==> config.mk <==
export PLATFORM = sky130hd
export DESIGN_NAME = i8080_front
export DESIGN_NICKNAME = d
export VERILOG_FILES = /design/src/sv/i8080_pkg.sv /design/src/sv/i8080_front.sv
export SDC_FILE = /design/constraint.sdc
export NUM_CORES = 1
export LEC_CHECK = 0
export BUFFER_PORTS_ARGS = -buffer_cell sky130_fd_sc_hd__buf_2
export CAP_MARGIN = 20
export CORE_ASPECT_RATIO = 0.6
export CORE_UTILIZATION = 48
export CTS_BUF_LIST = sky130_fd_sc_hd__clkbuf_8
export DETAILED_ROUTE_END_ITERATION = 7
export PLACE_DENSITY = 0.88
export RECOVER_POWER = 25
export SYNTH_ARGS = -nofsm -noshare
export SYNTH_HDL_FRONTEND = slang
export SYNTH_SLANG_ARGS = --single-unit
export TNS_END_PERCENT = 5
==> constraint.sdc <==
create_clock -name clk_i -period 2.32 [get_ports clk_i]
set_clock_uncertainty 0.2 [all_clocks]
set_input_delay 0.464 -clock clk_i [delete_from_list [all_inputs] [get_ports clk_i]]
set_output_delay 0.464 -clock clk_i [all_outputs]
set_load 0.05 [all_outputs]
==> src/sv/i8080_pkg.sv <==
package i8080_pkg;

  localparam int unsigned MemAddrBits = 16;

  localparam logic [1:0] CmdExec  = 2'd0;
  localparam logic [1:0] CmdWrite = 2'd1;
  localparam logic [1:0] CmdRead  = 2'd2;
  localparam logic [1:0] CmdNone  = 2'd3;

  localparam int unsigned FlZ  = 0;
  localparam int unsigned FlS  = 1;
  localparam int unsigned FlP  = 2;
  localparam int unsigned FlC  = 3;
  localparam int unsigned FlAc = 4;

  typedef struct packed {
    logic [1:0]  cmd;
    logic [15:0] addr;
    logic [7:0]  data;
  } cmd_t;

  function automatic logic [2:0] zsp(input logic [7:0] v);
    zsp = {~^v, v[7], v == 8'h00};
  endfunction

endpackage

==> src/sv/i8080_front.sv <==
module i8080_front (
  input  logic                clk_i,
  input  logic                rst_ni,
  input  logic                in_valid_i,
  output logic                in_stall_o,
  input  i8080_pkg::cmd_t     in_cmd_i,
  output logic                q_valid_o,
  input  logic                q_pop_i,
  output i8080_pkg::cmd_t     q_cmd_o
);
  i8080_pkg::cmd_t slot_q [2];
  logic [1:0] cnt_q;
  logic       wp_q, rp_q;
  logic       push, pop;

  assign in_stall_o = cnt_q == 2'd2;
  assign push       = in_valid_i && !in_stall_o;
  assign q_valid_o  = cnt_q != 2'd0;
  assign pop        = q_pop_i && q_valid_o;
  assign q_cmd_o    = slot_q[rp_q];

  always_ff @(posedge clk_i) begin
    if (push) slot_q[wp_q] <= in_cmd_i;
  end

  always_ff @(posedge clk_i or negedge rst_ni) begin
    if (!rst_ni) begin
      cnt_q <= '0;
      wp_q  <= 1'b0;
      rp_q  <= 1'b0;
    end else begin
      if (push) wp_q <= ~wp_q;
      if (pop)  rp_q <= ~rp_q;
      cnt_q <= cnt_q + {1'b0, push} - {1'b0, pop};
    end
  end
endmodule

Word level (Yosys, flattened, before mapping)

Memory sizes are Yosys's and may differ from the RTL's.
Index checks and enable logic that the tools add are counted.

Muxes and demuxes: 2
Reduce and logical (&&, ||, !) cells: 4
Eq/ne operators: 1
Add/sub/neg operators: 2
Bitwise gates (word level): 2

Operators by type and width:

| kind                                 | number |
|---|---|
| adder 2 x 1 -> 2 bit                 | 1 |
| == test 2 bit, second input constant | 1 |
| logical AND 1 bit                    | 2 |
| two-way mux 1 bit                    | 2 |
| inverter 1 bit                       | 2 |
| nonzero test 2 bit                   | 1 |
| subtractor 2 x 1 -> 2 bit            | 1 |
| logical NOT 1 bit                    | 1 |

Input port bits: 30
Register bits: 4
Memory bits (writable): 52
Memories: 1
Logic and storage cells: 15
Output and inout bits: 28

Memory list:

| name   | depth | bits a word | rd ports | clocked after Yosys merged registers in | write ports | RTL line          | source |
|---|---|---|---|---|---|---|---|
| slot_q | 2     | 26          | 1        | 0                                       | 1           | i8080_front.sv:11 | `i8080_pkg::cmd_t slot_q [2];` |

Depth between registers and ports, before layout

Gate-level depths: netlist of run 1.

Depth after elaboration: 5
Mapped depth: 7
Depth with buffers taken out: 7

Worst setup path after synthesis of run 1

No wires, ideal clock.

Kind: reg2reg
From: register cnt_q[1]
To: memory slot_q[0][0] (netlist bit) (enable)
Clock period less this slack: 2,304 ps
Buffers on the path: 0
Path slack: 16 ps
Stages on the path, launching flop included: 4
Arrival: 1,695 ps
Required time: 1,711 ps
Setup time: 409 ps
Cells stage by stage: dfrtp_1 -> nand2b_1 -> nand2_1 -> nor2_1

Cells in the longest elaborated chain, start to end: 5

Ends and longest elaborated chain:

| what                                    | RTL line          | source |
|---|---|---|
| start: declaration                      | i8080_front.sv:12 | `logic [1:0] cnt_q;` |
| start signal: assignment                | i8080_front.sv:34 | `cnt_q <= cnt_q + {1'b0, push} - {1'b0, pop};` |
| == test 2 bit                           | i8080_front.sv:16 | `assign in_stall_o = cnt_q == 2'd2;` |
| logical NOT 1 bit                       | i8080_front.sv:17 | `assign push = in_valid_i && !in_stall_o;` |
| logical AND 1 bit                       | i8080_front.sv:17 |  |
| two-way mux 1 bit                       | i8080_front.sv:23 | `if (push) slot_q[wp_q] <= in_cmd_i;` |
| two-way mux 1 bit (not written as such) | i8080_front.sv:23 |  |
| end: declaration                        | i8080_front.sv:11 |  |

No other way between the ends.

==> impl_results.html, run 1 <==
<table>
<tr><th>Metric</th><th>Value</th></tr>
<tr><th colspan="2">Outcome</th></tr>
<tr><td>Run status</td><td>finished, final reports clean</td></tr>
<tr><th colspan="2">STA</th></tr>
<tr><td>Setup tns final</td><td>0 ns</td></tr>
<tr><td>Worst-case headroom to the max-slew limit</td><td>0.765</td></tr>
<tr><td>Unrepaired setup endpoints after global routing</td><td>false</td></tr>
<tr><td>Minimum clock period</td><td>2.16 ns</td></tr>
<tr><td>Slew @ Worst Pin</td><td>0.352 ns</td></tr>
<tr><td>Fraction of the cycle the final worst path needs</td><td>0.929</td></tr>
<tr><td>Setup-failing EPs final</td><td>0</td></tr>
<tr><td>Highest achievable clock rate</td><td>464 MHz</td></tr>
<tr><td>Fin. Hold Viols</td><td>0</td></tr>
<tr><td>Max Slew Vio Count</td><td>0</td></tr>
<tr><th colspan="2">Critical path</th></tr>
<tr><td>Setup Crit Path Kind</td><td>reg -&gt; out</td></tr>
<tr><td>Length in cells of the worst reg-to-reg path</td><td>7</td></tr>
<tr><td>Reg-to-reg slack, setup</td><td>0.41 ns</td></tr>
<tr><td>Crit end category</td><td>output port</td></tr>
<tr><td>Worst-path cell chain</td><td>buf_4 -&gt; mux2_1 -&gt; buf_2</td></tr>
<tr><td>Data arrival time of the critical path</td><td>1.49 ns</td></tr>
<tr><td>R2r startpoint</td><td>cnt_q[1]</td></tr>
<tr><td>Slowest stage cell, crit path</td><td>mux2_1</td></tr>
<tr><td>Category of cells accounting for the largest share of critical-path delay</td><td>buffers and inverters</td></tr>
<tr><td>Delay of the slowest critical-path stage</td><td>0.37 ns</td></tr>
<tr><td>Critical path fanouts, max</td><td>15</td></tr>
<tr><td>Critical path data required time</td><td>1.66 ns</td></tr>
<tr><td>Endpoint of the worst register-to-register path</td><td>cnt_q[1]</td></tr>
<tr><td>Buffering stage count on the worst path with inverters included</td><td>2</td></tr>
<tr><td>Launching element type of the critical path</td><td>flip-flop</td></tr>
<tr><th colspan="2">Global route</th></tr>
<tr><td>Largest net degree at the start of global routing</td><td>27</td></tr>
<tr><td>Number of global-route vias before repair</td><td>1064</td></tr>
<tr><td>Wire length of the first global-routing pass</td><td>4700 µm</td></tr>
<tr><td>Initial antenna violation count</td><td>0</td></tr>
<tr><td>GR Overflow Total</td><td>0</td></tr>
<tr><td>GRT Total Usage</td><td>0.146</td></tr>
<tr><th colspan="2">Cells and area</th></tr>
<tr><td>Share of cells above drive strength 1</td><td>0.506</td></tr>
<tr><td>Finished Cell Area</td><td>2620 µm²</td></tr>
<tr><td>Total inserted antenna cells</td><td>0</td></tr>
<tr><td>Net total in the final layout</td><td>197</td></tr>
<tr><td>Area added between synthesis and finish</td><td>21.0%</td></tr>
<tr><th colspan="2">Detailed routing</th></tr>
<tr><td>Detailed Route WL</td><td>3160 µm</td></tr>
<tr><td>DRC marker count from the first detailed-route iteration</td><td>40</td></tr>
<tr><td>Initial DRT Pass Iterations</td><td>4</td></tr>
<tr><td>Number of nets with antenna violations after detailed routing</td><td>0</td></tr>
<tr><td>Per-cell routed wire length</td><td>14.0 µm</td></tr>
<tr><td>Residual DRC</td><td>0</td></tr>
<tr><td>Total number of vias</td><td>1033</td></tr>
<tr><td>Post-detailed-route via-to-cell ratio</td><td>4.57</td></tr>
<tr><th colspan="2">Placement</th></tr>
<tr><td>Placed instance area</td><td>2520 µm²</td></tr>
<tr><td>Final Wtd Congestion</td><td>0.663</td></tr>
<tr><td># port buffers</td><td>57</td></tr>
<tr><td>DPL Wire Length</td><td>2250 µm</td></tr>
<tr><th colspan="2">CTS</th></tr>
<tr><td>CTS buffer count</td><td>5</td></tr>
<tr><td>Clock Sinks</td><td>56</td></tr>
<tr><td>Clock tree buffer depth</td><td>2</td></tr>
<tr><td>Latest clock arrival within the worst-skew pair</td><td>0.30 ns</td></tr>
<tr><td>Post CTS Setup Buffer Count</td><td>0</td></tr>
<tr><td>Clock edge transition at the registers on the reported setup and hold paths</td><td>0.09 ns</td></tr>
<tr><td>Clock tree from TritonCTS</td><td>built</td></tr>
<tr><td>Number of resized instances in the post-cts repair step</td><td>0</td></tr>
<tr><td>Root Driver</td><td>clkbuf_8</td></tr>
<tr><td>Deepest level of the CTS H-tree</td><td>2</td></tr>
<tr><th colspan="2">Power</th></tr>
<tr><td>Clock Power Share</td><td>0.136</td></tr>
<tr><td>Total power divided by cell area</td><td>1430 nW/µm²</td></tr>
<tr><td>Psw</td><td>1.56 mW</td></tr>
<tr><td>Total power of the final layout</td><td>3.75 mW</td></tr>
<tr><td>Net switching share of the total power</td><td>0.417</td></tr>
<tr><td>Internal Pwr Total</td><td>2.19 mW</td></tr>
<tr><td>Worst ir drop on vdd</td><td>855 µV</td></tr>
<tr><td>Combinational Power Share</td><td>0.475</td></tr>
<tr><td>Leakage power</td><td>1.06 nW</td></tr>
<tr><td>Part of the total power dissipated in sequential elements</td><td>0.390</td></tr>
<tr><th colspan="2">Die</th></tr>
<tr><td>Die Footprint</td><td>4790 µm²</td></tr>
<tr><td>IO Count</td><td>58</td></tr>
<tr><td>Die outline width</td><td>88.6 µm</td></tr>
<tr><td>Initial Util</td><td>0.513</td></tr>
<tr><td>Cell row count</td><td>18</td></tr>
<tr><td>Die Height</td><td>54.0 µm</td></tr>
<tr><td>Core Region</td><td>4210 µm²</td></tr>
<tr><th colspan="2">Yosys</th></tr>
<tr><td>Post-synthesis average cell area</td><td>21.8 µm²</td></tr>
<tr><td>Sequential-to-total area share from yosys stat</td><td>0.769</td></tr>
<tr><td>Flop and latch count out of synthesis</td><td>56</td></tr>
<tr><td>Count of cell types in the netlist</td><td>15</td></tr>
<tr><td>Cell area after technology mapping</td><td>2160 µm²</td></tr>
<tr><td>Warning count from the yosys run</td><td>0</td></tr>
<tr><td>Nets in the synthesized netlist</td><td>131</td></tr>
<tr><td>Post-Synthesis Cells</td><td>99</td></tr>
<tr><th colspan="2">Flow run</th></tr>
<tr><td>Number of violations of the max-capacitance limit</td><td>0</td></tr>
<tr><th colspan="2">Min path</th></tr>
<tr><td>Hold Path Sink</td><td>slot_q[0][3]</td></tr>
<tr><td>Hold Path Depth</td><td>1</td></tr>
<tr><td>Path type of the worst min-delay path</td><td>in -&gt; reg</td></tr>
<tr><td>Start point of the worst min-delay path</td><td>in_cmd_i[3]</td></tr>
</table>
## power groups by stage
| stage | logic [mW] | clock network (mW) | registers [mW] |
|---|---|---|---|
| global route | 1.88 | 0.560 | 1.48 |
| floorplan | 1.50 | 0 | 1.46 |
| global placement | 1.77 | 0 | 1.47 |
| finish | 1.78 | 0.509 | 1.46 |
| CTS | 1.80 | 0.523 | 1.46 |
| detailed placement | 1.80 | 0 | 1.49 |
## placed cells by master, fill, tap and decap left out, types with 2 or more instances in the layout
master,count
buf_2,53
edfxtp_1,52
mux2_4,19
mux2_1,7
clkbuf_8,6
dfrtp_1,4
clkbuf_1,4
buf_4,4
inv_1,3
xnor2_1,3
ha_1,2
## worst register-to-register path, cell delays in order (launching register included)
cell	delay (ns)
dfrtp_1	0.41
or2_1	0.25
and2_4	0.17
ha_1	0.26
inv_1	0.04
ha_1	0.19
xnor2_1	0.18
xnor2_1	0.14
## worst max path at each step
stage | startpoint | to | slack, ns | cells past startpoint
after floorplan | cnt_q[1] | slot_q[0][0] | 0.02 | 3
after detailed placement | cnt_q[1] | cnt_q[1] | 0.42 | 7
final | rp_q | q_cmd_o[0] | 0.16 | 3
after global routing | rp_q | q_cmd_o[0] | 0.09 | 3
after CTS | rp_q | q_cmd_o[0] | 0.14 | 3
after global placement | cnt_q[1] | cnt_q[1] | 0.50 | 7
## timing repair
item / in CTS / in global routing
setup endpoints to repair: 0 / 0
endpoints found under the hold margin: 4 / 0
hold buffers: 1 / 0
## final cells by class
| type | instances | area [µm²] |
|---|---|---|
| Sequential cell | 56 | 1660 |
| Fill cell | 330 | 1600 |
| Multi-Input combinational cell | 38 | 462 |
| Timing Repair Buffer | 62 | 320 |
| Clock buffer | 6 | 82.6 |
| Tap cell | 60 | 75.1 |
| Clock inverter | 2 | 7.51 |
| Inverter | 2 | 7.51 |
## logic make-up after synthesis
| family | share of synthesized area |
|---|---|
| multiplexers | 0.168 |
| flip-flops | 0.769 |
| adder cells (fa/ha/maj) | 0.0116 |
| AND/OR/NAND/NOR | 0.0162 |
| XOR/XNOR | 0.0162 |
| buffers and inverters | 0.0191 |
## through the flow
step / worst slack, ns / instances / hold WS, ns / util
global route: 0.0907 / 226 / 0.133 / 0.621
CTS: 0.138 / 226 / 0.140 / 0.622
detailed placement: 0.420 / 217 / 0.0748 / 0.599
global placement: 0.501 / 217 / 0.0689 / 0.599
finish: 0.164 / 226 / 0.152 / 0.621
floorplan: 0.0160 / 99 / -0.0316 / -
## flip-flops by register name, indices dropped and copies added (netlist names)
register and cells:
cnt_q 2, rp_q 1, slot_q 52, wp_q 1
## synthesized netlist by cell type, drive strengths merged
| master | number | share of area |
|---|---|---|
| and2 | 1 | 0.0041 |
| and3 | 1 | 0.0029 |
| buf | 3 | 0.016 |
| dfrtp | 4 | 0.046 |
| edfxtp | 52 | 0.72 |
| ha | 2 | 0.012 |
| inv | 2 | 0.0035 |
| mux2 | 26 | 0.17 |
| nand2 | 1 | 0.0017 |
| nand2b | 1 | 0.0029 |
| nor2 | 1 | 0.0017 |
| or2 | 1 | 0.0029 |
| xnor2 | 3 | 0.012 |
| xor2 | 1 | 0.0041 |
## per-layer routing
metal	wire [µm]	part of all wire	global-route usage
met5	0	0	0
met2	1550	0.49	0.256
met1	1350	0.43	0.158
met4	0	0	0.0565
met3	256	0.081	0.0644
No activity file was read; power rests on OpenSTA's default activity.
==> run 2, diff against run 1 <==
Settings changed: ABC_AREA from default to 1.
==> impl_results.html, run 2 <==
<table>
<tr><th>Metric</th><th>Value</th></tr>
<tr><th colspan="2">Outcome</th></tr>
<tr><td>Run status</td><td>finished, final reports clean</td></tr>
<tr><th colspan="2">STA</th></tr>
<tr><td>Unrepaired setup endpoints after global routing</td><td>false</td></tr>
<tr><td>Minimum clock period</td><td>2.21 ns</td></tr>
<tr><td>Fraction of the cycle the final worst path needs</td><td>0.954</td></tr>
<tr><td>Highest achievable clock rate</td><td>452 MHz</td></tr>
<tr><td>Final hold slack</td><td>0.149 ns</td></tr>
<tr><td>Worst-case headroom to the max-slew limit</td><td>0.764</td></tr>
<tr><td>Max Slew Vio Count</td><td>0</td></tr>
<tr><td>Setup tns final</td><td>0 ns</td></tr>
<tr><td>Fin. Hold Viols</td><td>0</td></tr>
<tr><td>Setup-failing EPs final</td><td>0</td></tr>
<tr><td>Slew @ Worst Pin</td><td>0.355 ns</td></tr>
<tr><th colspan="2">Yosys</th></tr>
<tr><td>Post-synthesis average cell area</td><td>12.9 µm²</td></tr>
<tr><td>Top-count cell post-synth</td><td>nand2_1</td></tr>
<tr><td>Post-Synthesis Cells</td><td>168</td></tr>
<tr><td>Leading register cell type out of synthesis</td><td>edfxtp_1</td></tr>
<tr><td>Yosys top cell area share</td><td>0.723</td></tr>
<tr><td>Leading cell types by total area after synthesis</td><td>edfxtp_1, nand2_1, dfrtp_1</td></tr>
<tr><td>Sequential-to-total area share from yosys stat</td><td>0.769</td></tr>
<tr><td>Leading post-synthesis cells by instance count</td><td>nand2_1, edfxtp_1, inv_1, nand2_2, dfrtp_1</td></tr>
<tr><td>Proportion of synthesized flip-flops having asynchronous set or reset</td><td>0.0714</td></tr>
<tr><td>Area leader, netlist</td><td>edfxtp_1</td></tr>
<tr><td>Nets in the synthesized netlist</td><td>200</td></tr>
<tr><td>Flop and latch count out of synthesis</td><td>56</td></tr>
<tr><td>Count of cell types in the netlist</td><td>12</td></tr>
<tr><td>Number of enable-type register cells in the synthesized netlist</td><td>52</td></tr>
<tr><td>Cell area after technology mapping</td><td>2160 µm²</td></tr>
<tr><td>Warning count from the yosys run</td><td>0</td></tr>
<tr><th colspan="2">Global route</th></tr>
<tr><td>Largest net degree at the start of global routing</td><td>28</td></tr>
<tr><td>GR Overflow Total</td><td>0</td></tr>
<tr><td>GRT Total Usage</td><td>0.163</td></tr>
<tr><td>Initial antenna violation count</td><td>0</td></tr>
<tr><td>Wire length of the first global-routing pass</td><td>5400 µm</td></tr>
<tr><td>Number of global-route vias before repair</td><td>1223</td></tr>
<tr><th colspan="2">Detailed routing</th></tr>
<tr><td>Total number of vias</td><td>1321</td></tr>
<tr><td>Number of nets with antenna violations after detailed routing</td><td>0</td></tr>
<tr><td>DRC marker count from the first detailed-route iteration</td><td>36</td></tr>
<tr><td>Per-cell routed wire length</td><td>12.0 µm</td></tr>
<tr><td>Post-detailed-route via-to-cell ratio</td><td>4.52</td></tr>
<tr><td>Residual DRC</td><td>0</td></tr>
<tr><td>Initial DRT Pass Iterations</td><td>4</td></tr>
<tr><td>Detailed Route WL</td><td>3500 µm</td></tr>
<tr><th colspan="2">Critical path</th></tr>
<tr><td>Slowest stage cell, crit path</td><td>dfrtp_1</td></tr>
<tr><td>Setup Crit Path Kind</td><td>reg -&gt; out</td></tr>
<tr><td>Data arrival time of the critical path</td><td>1.55 ns</td></tr>
<tr><td>Cell with the most instances on the worst path</td><td>nand2_1</td></tr>
<tr><td>Critical path fanouts, max</td><td>23</td></tr>
<tr><td>Critical path data required time</td><td>1.66 ns</td></tr>
<tr><td>Delay of the slowest critical-path stage</td><td>0.54 ns</td></tr>
<tr><td>Crit end category</td><td>output port</td></tr>
<tr><td>Launching element type of the critical path</td><td>flip-flop</td></tr>
<tr><td>Worst-path cell chain</td><td>buf_6 -&gt; nand2_1 -&gt; nand2_1 -&gt; buf_2</td></tr>
<tr><th colspan="2">CTS</th></tr>
<tr><td>Clock edge transition at the registers on the reported setup and hold paths</td><td>0.09 ns</td></tr>
<tr><td>Root Driver</td><td>clkbuf_8</td></tr>
<tr><td>Clock tree from TritonCTS</td><td>built</td></tr>
<tr><td>Clock tree buffer depth</td><td>2</td></tr>
<tr><td>Clock Sinks</td><td>56</td></tr>
<tr><td>Post CTS Setup Buffer Count</td><td>0</td></tr>
<tr><td>Deepest level of the CTS H-tree</td><td>2</td></tr>
<tr><td>CTS buffer count</td><td>5</td></tr>
<tr><td>Latest clock arrival within the worst-skew pair</td><td>0.29 ns</td></tr>
<tr><th colspan="2">Cells and area</th></tr>
<tr><td>Share of cells above drive strength 1</td><td>0.302</td></tr>
<tr><td>Most common cell after layout, fill and taps aside</td><td>nand2_1</td></tr>
<tr><td>Registers with the most flip-flops</td><td>slot_q x52, cnt_q x2</td></tr>
<tr><td>Flip-flop count of the largest register after layout</td><td>52</td></tr>
<tr><td>Most flops, register</td><td>slot_q</td></tr>
<tr><td>Fill cell count</td><td>339</td></tr>
<tr><td>Total inserted antenna cells</td><td>0</td></tr>
<tr><td>Commonest non-fill, non-tap cells in the layout</td><td>nand2_1, buf_2, edfxtp_1</td></tr>
<tr><td>Net total in the final layout</td><td>263</td></tr>
<tr><td>Area added between synthesis and finish</td><td>19.6%</td></tr>
<tr><th colspan="2">Die</th></tr>
<tr><td>Cell row count</td><td>18</td></tr>
<tr><td>Die Height</td><td>54.0 µm</td></tr>
<tr><td>Initial Util</td><td>0.513</td></tr>
<tr><td>IO Count</td><td>58</td></tr>
<tr><td>Die Footprint</td><td>4780 µm²</td></tr>
<tr><td>Die outline width</td><td>88.6 µm</td></tr>
<tr><td>Core Region</td><td>4210 µm²</td></tr>
<tr><th colspan="2">Flow run</th></tr>
<tr><td>Number of violations of the max-capacitance limit</td><td>0</td></tr>
<tr><th colspan="2">Placement</th></tr>
<tr><td>DPL Wire Length</td><td>2410 µm</td></tr>
<tr><td>Final Wtd Congestion</td><td>0.754</td></tr>
<tr><td># port buffers</td><td>57</td></tr>
<tr><th colspan="2">Min path</th></tr>
<tr><td>Path type of the worst min-delay path</td><td>in -&gt; reg</td></tr>
</table>
[run 2: changes by cell type in the layout (fill, tap and decap cells not counted), sizes merged, moves of 3 or more]
cell,delta
mux2,-26
inv,+8
nand3,+3
nand2,+90
xnor2,-3
[run 2: layer usage]
| layer | up-vias | part of all wire | global-route usage | wire (µm) |
|---|---|---|---|---|
| met1 | 594 | 0.47 | 0.209 | 1660 |
| li1 | 675 | - | - | - |
| met3 | 0 | 0.082 | 0.0660 | 289 |
| met5 | - | 0 | 0 | 0 |
| met4 | 0 | 0 | 0.0403 | 0 |
| met2 | 52 | 0.44 | 0.262 | 1550 |
[run 2: cell type report]
cell class	instances	area, µm²	area share
multi-input cells	97	400	0.155
repair buffers	61	317	0.122
inverters	10	45.0	0.0174
flip-flops and latches	56	1660	0.643
clock buffers	5	68.8	0.0266
clock inverters	3	17.5	0.00678
well taps	60	75.1	0.0290
[run 2: stage by stage]
step	cells	instance area (µm²)	utilization	worst slack (ns)
floorplan	168	2160	-	0.0473
global placement	283	2490	0.591	0.422
detailed placement	283	2490	0.591	0.370
CTS	292	2590	0.614	0.0232
global route	292	2580	0.614	0.00755
finish	292	2580	0.614	0.107
[run 2: kinds of logic (layout without fill, tap and decap cells)]
| group | after synthesis | in the layout | share of synthesized area |
|---|---|---|---|
| fa+ha+maj | 2 | 2 | 0.0116 |
| flops | 56 | 56 | 0.769 |
| simple gates | 95 | 95 | 0.173 |
| buf+inv | 15 | 79 | 0.0469 |
[run 2: path summary, 6_finish.rpt]
| kind | startpoint | end | slack, ns | cells after the start |
|---|---|---|---|---|
| worst min-delay path | in_cmd_i[13] | slot_q[1][13] | 0.15 | 1 |
| min in group asynchronous | rst_ni | wp_q | 0.30 | 2 |
| max in group asynchronous | rst_ni | rp_q | 1.50 | 2 |
| worst min register to register | wp_q | wp_q | 0.32 | 2 |
| worst max-delay path | rp_q | q_cmd_o[4] | 0.11 | 4 |
| worst max register to register | cnt_q[0] | cnt_q[1] | 0.71 | 10 |
[run 2: what timing repair did]
action,CTS,global route
hold buffers,1,0
resized for setup,0,1
endpoints found under the setup margin,0,22
hold endpoints to repair,4,0
[run 2: worst max-delay path: cells and delay by family (launching register included)]
kind          cells  cell delay, ns
simple gates      2            0.18
flops             1            0.54
buf+inv           2            0.53
Power of run 2 is left out: the tool's default activity adds up to more than one toggle a clock period on the data nets, which glitch-free logic cannot reach.
==> run 3, diff against run 2 <==
==> constraint.sdc (replaced) <==
create_clock -name clk_i -period 2.32 [get_ports clk_i]
set_clock_uncertainty 0.2 [all_clocks]
set_input_delay 0.116 -clock clk_i [delete_from_list [all_inputs] [get_ports clk_i]]
set_output_delay 0.116 -clock clk_i [all_outputs]
set_load 0.05 [all_outputs]
==> impl_results.html, run 3 (synthesis results as in run 2) <==
<table>
<tr><th>Metric</th><th>Value</th></tr>
<tr><th colspan="2">Critical path</th></tr>
<tr><td>Startpoint of the worst setup timing path</td><td>rp_q</td></tr>
<tr><td>Data arrival time of the critical path</td><td>1.75 ns</td></tr>
<tr><td>R2r startpoint</td><td>cnt_q[1]</td></tr>
<tr><td>Critical path data required time</td><td>2.00 ns</td></tr>
<tr><td>Delay of the slowest critical-path stage</td><td>0.71 ns</td></tr>
<tr><td>Crit end category</td><td>output port</td></tr>
<tr><td>Setup Crit Path Kind</td><td>reg -&gt; out</td></tr>
<tr><td>Endpoint of the worst register-to-register path</td><td>slot_q[1][25]</td></tr>
<tr><td>Worst-path cell chain</td><td>buf_4 -&gt; nand2_1 -&gt; nand2_1 -&gt; buf_2</td></tr>
<tr><td>Length in cells of the worst reg-to-reg path</td><td>4</td></tr>
<tr><td>Termination of the worst setup path</td><td>q_cmd_o[5]</td></tr>
<tr><td>Slowest stage cell, crit path</td><td>dfrtp_1</td></tr>
<tr><td>Cell with the most instances on the worst path</td><td>nand2_1</td></tr>
<tr><td>Critical path fanouts, max</td><td>15</td></tr>
<tr><td>Reg-to-reg slack, setup</td><td>0.70 ns</td></tr>
<tr><td>Launching element type of the critical path</td><td>flip-flop</td></tr>
<tr><th colspan="2">CTS</th></tr>
<tr><td>Clock tree buffer depth</td><td>2</td></tr>
<tr><td>CTS buffer count</td><td>5</td></tr>
<tr><td>Clock tree from TritonCTS</td><td>built</td></tr>
<tr><td>Deepest level of the CTS H-tree</td><td>2</td></tr>
<tr><td>Latest clock arrival within the worst-skew pair</td><td>0.30 ns</td></tr>
<tr><td>Clock Sinks</td><td>56</td></tr>
<tr><td>Clock edge transition at the registers on the reported setup and hold paths</td><td>0.09 ns</td></tr>
<tr><td>Root Driver</td><td>clkbuf_8</td></tr>
<tr><th colspan="2">Global route</th></tr>
<tr><td>Initial antenna violation count</td><td>0</td></tr>
<tr><td>GRT Total Usage</td><td>0.186</td></tr>
<tr><td>Largest net degree at the start of global routing</td><td>28</td></tr>
<tr><td>Number of global-route vias before repair</td><td>1447</td></tr>
<tr><td>Wire length of the first global-routing pass</td><td>6200 µm</td></tr>
<tr><td>GR Overflow Total</td><td>0</td></tr>
<tr><th colspan="2">Power</th></tr>
<tr><td>Part of the total power dissipated in sequential elements</td><td>0.384</td></tr>
<tr><td>Combinational Power Share</td><td>0.488</td></tr>
<tr><td>Worst ir drop on vdd</td><td>829 µV</td></tr>
<tr><td>Total power divided by cell area</td><td>1360 nW/µm²</td></tr>
<tr><td>Net switching share of the total power</td><td>0.486</td></tr>
<tr><td>Psw</td><td>1.89 mW</td></tr>
<tr><td>Internal Pwr Total</td><td>1.99 mW</td></tr>
<tr><td>Clock Power Share</td><td>0.128</td></tr>
<tr><td>Leakage power</td><td>1.26 nW</td></tr>
<tr><th colspan="2">Die</th></tr>
<tr><td>Die outline width</td><td>88.6 µm</td></tr>
<tr><td>Die Footprint</td><td>4780 µm²</td></tr>
<tr><td>Cell row count</td><td>18</td></tr>
<tr><td>Die Height</td><td>54.0 µm</td></tr>
<tr><td>IO Count</td><td>58</td></tr>
<tr><td>Initial Util</td><td>0.513</td></tr>
<tr><td>Core Region</td><td>4210 µm²</td></tr>
<tr><th colspan="2">Detailed routing</th></tr>
<tr><td>Residual DRC</td><td>0</td></tr>
<tr><td>Detailed Route WL</td><td>4150 µm</td></tr>
<tr><td>Total number of vias</td><td>1475</td></tr>
<tr><td>Number of nets with antenna violations after detailed routing</td><td>0</td></tr>
<tr><td>Per-cell routed wire length</td><td>12.9 µm</td></tr>
<tr><td>Post-detailed-route via-to-cell ratio</td><td>4.60</td></tr>
<tr><td>Initial DRT Pass Iterations</td><td>4</td></tr>
<tr><td>DRC marker count from the first detailed-route iteration</td><td>59</td></tr>
<tr><th colspan="2">STA</th></tr>
<tr><td>Fraction of the cycle the final worst path needs</td><td>0.892</td></tr>
<tr><td>Highest achievable clock rate</td><td>483 MHz</td></tr>
<tr><td>Setup tns final</td><td>0 ns</td></tr>
<tr><td>Unrepaired setup endpoints after global routing</td><td>false</td></tr>
<tr><td>Fin. Hold Viols</td><td>0</td></tr>
<tr><td>Max Slew Vio Count</td><td>0</td></tr>
<tr><td>Slew @ Worst Pin</td><td>0.567 ns</td></tr>
<tr><td>Setup-failing EPs final</td><td>0</td></tr>
<tr><td>Worst-case headroom to the max-slew limit</td><td>0.622</td></tr>
<tr><td>Minimum clock period</td><td>2.07 ns</td></tr>
<tr><th colspan="2">Placement</th></tr>
<tr><td>DPL Wire Length</td><td>2560 µm</td></tr>
<tr><td># port buffers</td><td>57</td></tr>
<tr><td>Placed instance area</td><td>2490 µm²</td></tr>
<tr><td>Final Wtd Congestion</td><td>0.760</td></tr>
<tr><td>Cells after DPL</td><td>283</td></tr>
<tr><th colspan="2">Cells and area</th></tr>
<tr><td>Number of standard cells in the layout, taps in and fillers out</td><td>321</td></tr>
<tr><td>Finished Cell Area</td><td>2860 µm²</td></tr>
<tr><td>Net total in the final layout</td><td>292</td></tr>
<tr><td>Flip-flop count of the largest register after layout</td><td>52</td></tr>
<tr><td>Commonest non-fill, non-tap cells in the layout</td><td>nand2_1, edfxtp_1, buf_2</td></tr>
<tr><td>Most flops, register</td><td>slot_q</td></tr>
<tr><td>Share of cells above drive strength 1</td><td>0.241</td></tr>
<tr><td>Fill cell count</td><td>320</td></tr>
<tr><td>Combined area of the multi-input logic cells</td><td>400 µm²</td></tr>
<tr><td>Area added between synthesis and finish</td><td>32.3%</td></tr>
<tr><td>Total inserted antenna cells</td><td>0</td></tr>
<tr><td>Final standard cell utilization of the core</td><td>0.679</td></tr>
<tr><td>Register Area</td><td>1660 µm²</td></tr>
<tr><td>Registers with the most flip-flops</td><td>slot_q x52, cnt_q x2</td></tr>
<tr><td>Most common cell after layout, fill and taps aside</td><td>nand2_1</td></tr>
<tr><th colspan="2">Min path</th></tr>
<tr><td>Path type of the worst min-delay path</td><td>reg -&gt; reg</td></tr>
<tr><th colspan="2">Flow run</th></tr>
<tr><td>Number of violations of the max-capacitance limit</td><td>0</td></tr>
<tr><th colspan="2">Outcome</th></tr>
<tr><td>Run status</td><td>finished, final reports clean</td></tr>
</table>
run 3: worst min path at each step:
stage	startpoint	endpoint	slack, ns	cells after the start
after floorplan	rst_ni	cnt_q[0]	-0.38	0
final	wp_q	wp_q	0.29	2
after global routing	in_cmd_i[25]	slot_q[1][25]	0.33	2
after detailed placement	rst_ni	wp_q	-0.27	1
after global placement	rst_ni	wp_q	-0.27	1
after CTS	wp_q	wp_q	0.29	2
run 3: metrics by stage:
step	worst slack, ns	hold WS (ns)	power, mW
floorplan	0.0473	-0.380	2.99
global placement	0.604	-0.270	3.33
detailed placement	0.562	-0.270	3.37
CTS	0.217	0.291	3.90
global route	0.143	0.331	4.09
finish	0.250	0.293	3.88
run 3: layout make-up:
class	instances	area share
inverter	10	0.0158
tap	60	0.0263
timing repair buffer	90	0.208
clock inverter	3	0.00481
clock buffer	5	0.0241
sequential	56	0.581
multi-input combinational	97	0.140
run 3: layer usage:
layer | vias up | wire (µm) | global-route usage
met5 | - | 0 | 0
met4 | 0 | 56 | 0.0618
met3 | 10 | 256 | 0.0613
met2 | 57 | 1980 | 0.331
met1 | 677 | 1850 | 0.217
li1 | 731 | - | -
run 3: timing repair:
item / CTS / global route
endpoints found under the setup margin: 0 / 0
hold buffers: 30 / 0
hold endpoints to repair: 58 / 0
buffers inserted: 0 / 0
resized for setup: 0 / 0
run 3: critical path, delay by kind of cell (launching register included):
| kind | cells | cell delay [ns] |
|---|---|---|
| DFF | 1 | 0.71 |
| buffers and inverters | 2 | 0.58 |
| and+or+nand+nor | 2 | 0.16 |
run 3: power groups by stage:
| stage | Clock [mW] | Sequential (mW) | Combinational [mW] |
|---|---|---|---|
| 2_1_floorplan | 0 | 1.46 | 1.54 |
| 3_3_place_gp | 0 | 1.50 | 1.83 |
| 3_5_place_dp | 0 | 1.51 | 1.86 |
| 4_1_cts | 0.507 | 1.49 | 1.90 |
| 5_1_grt | 0.541 | 1.51 | 2.04 |
| 6_report | 0.497 | 1.49 | 1.89 |
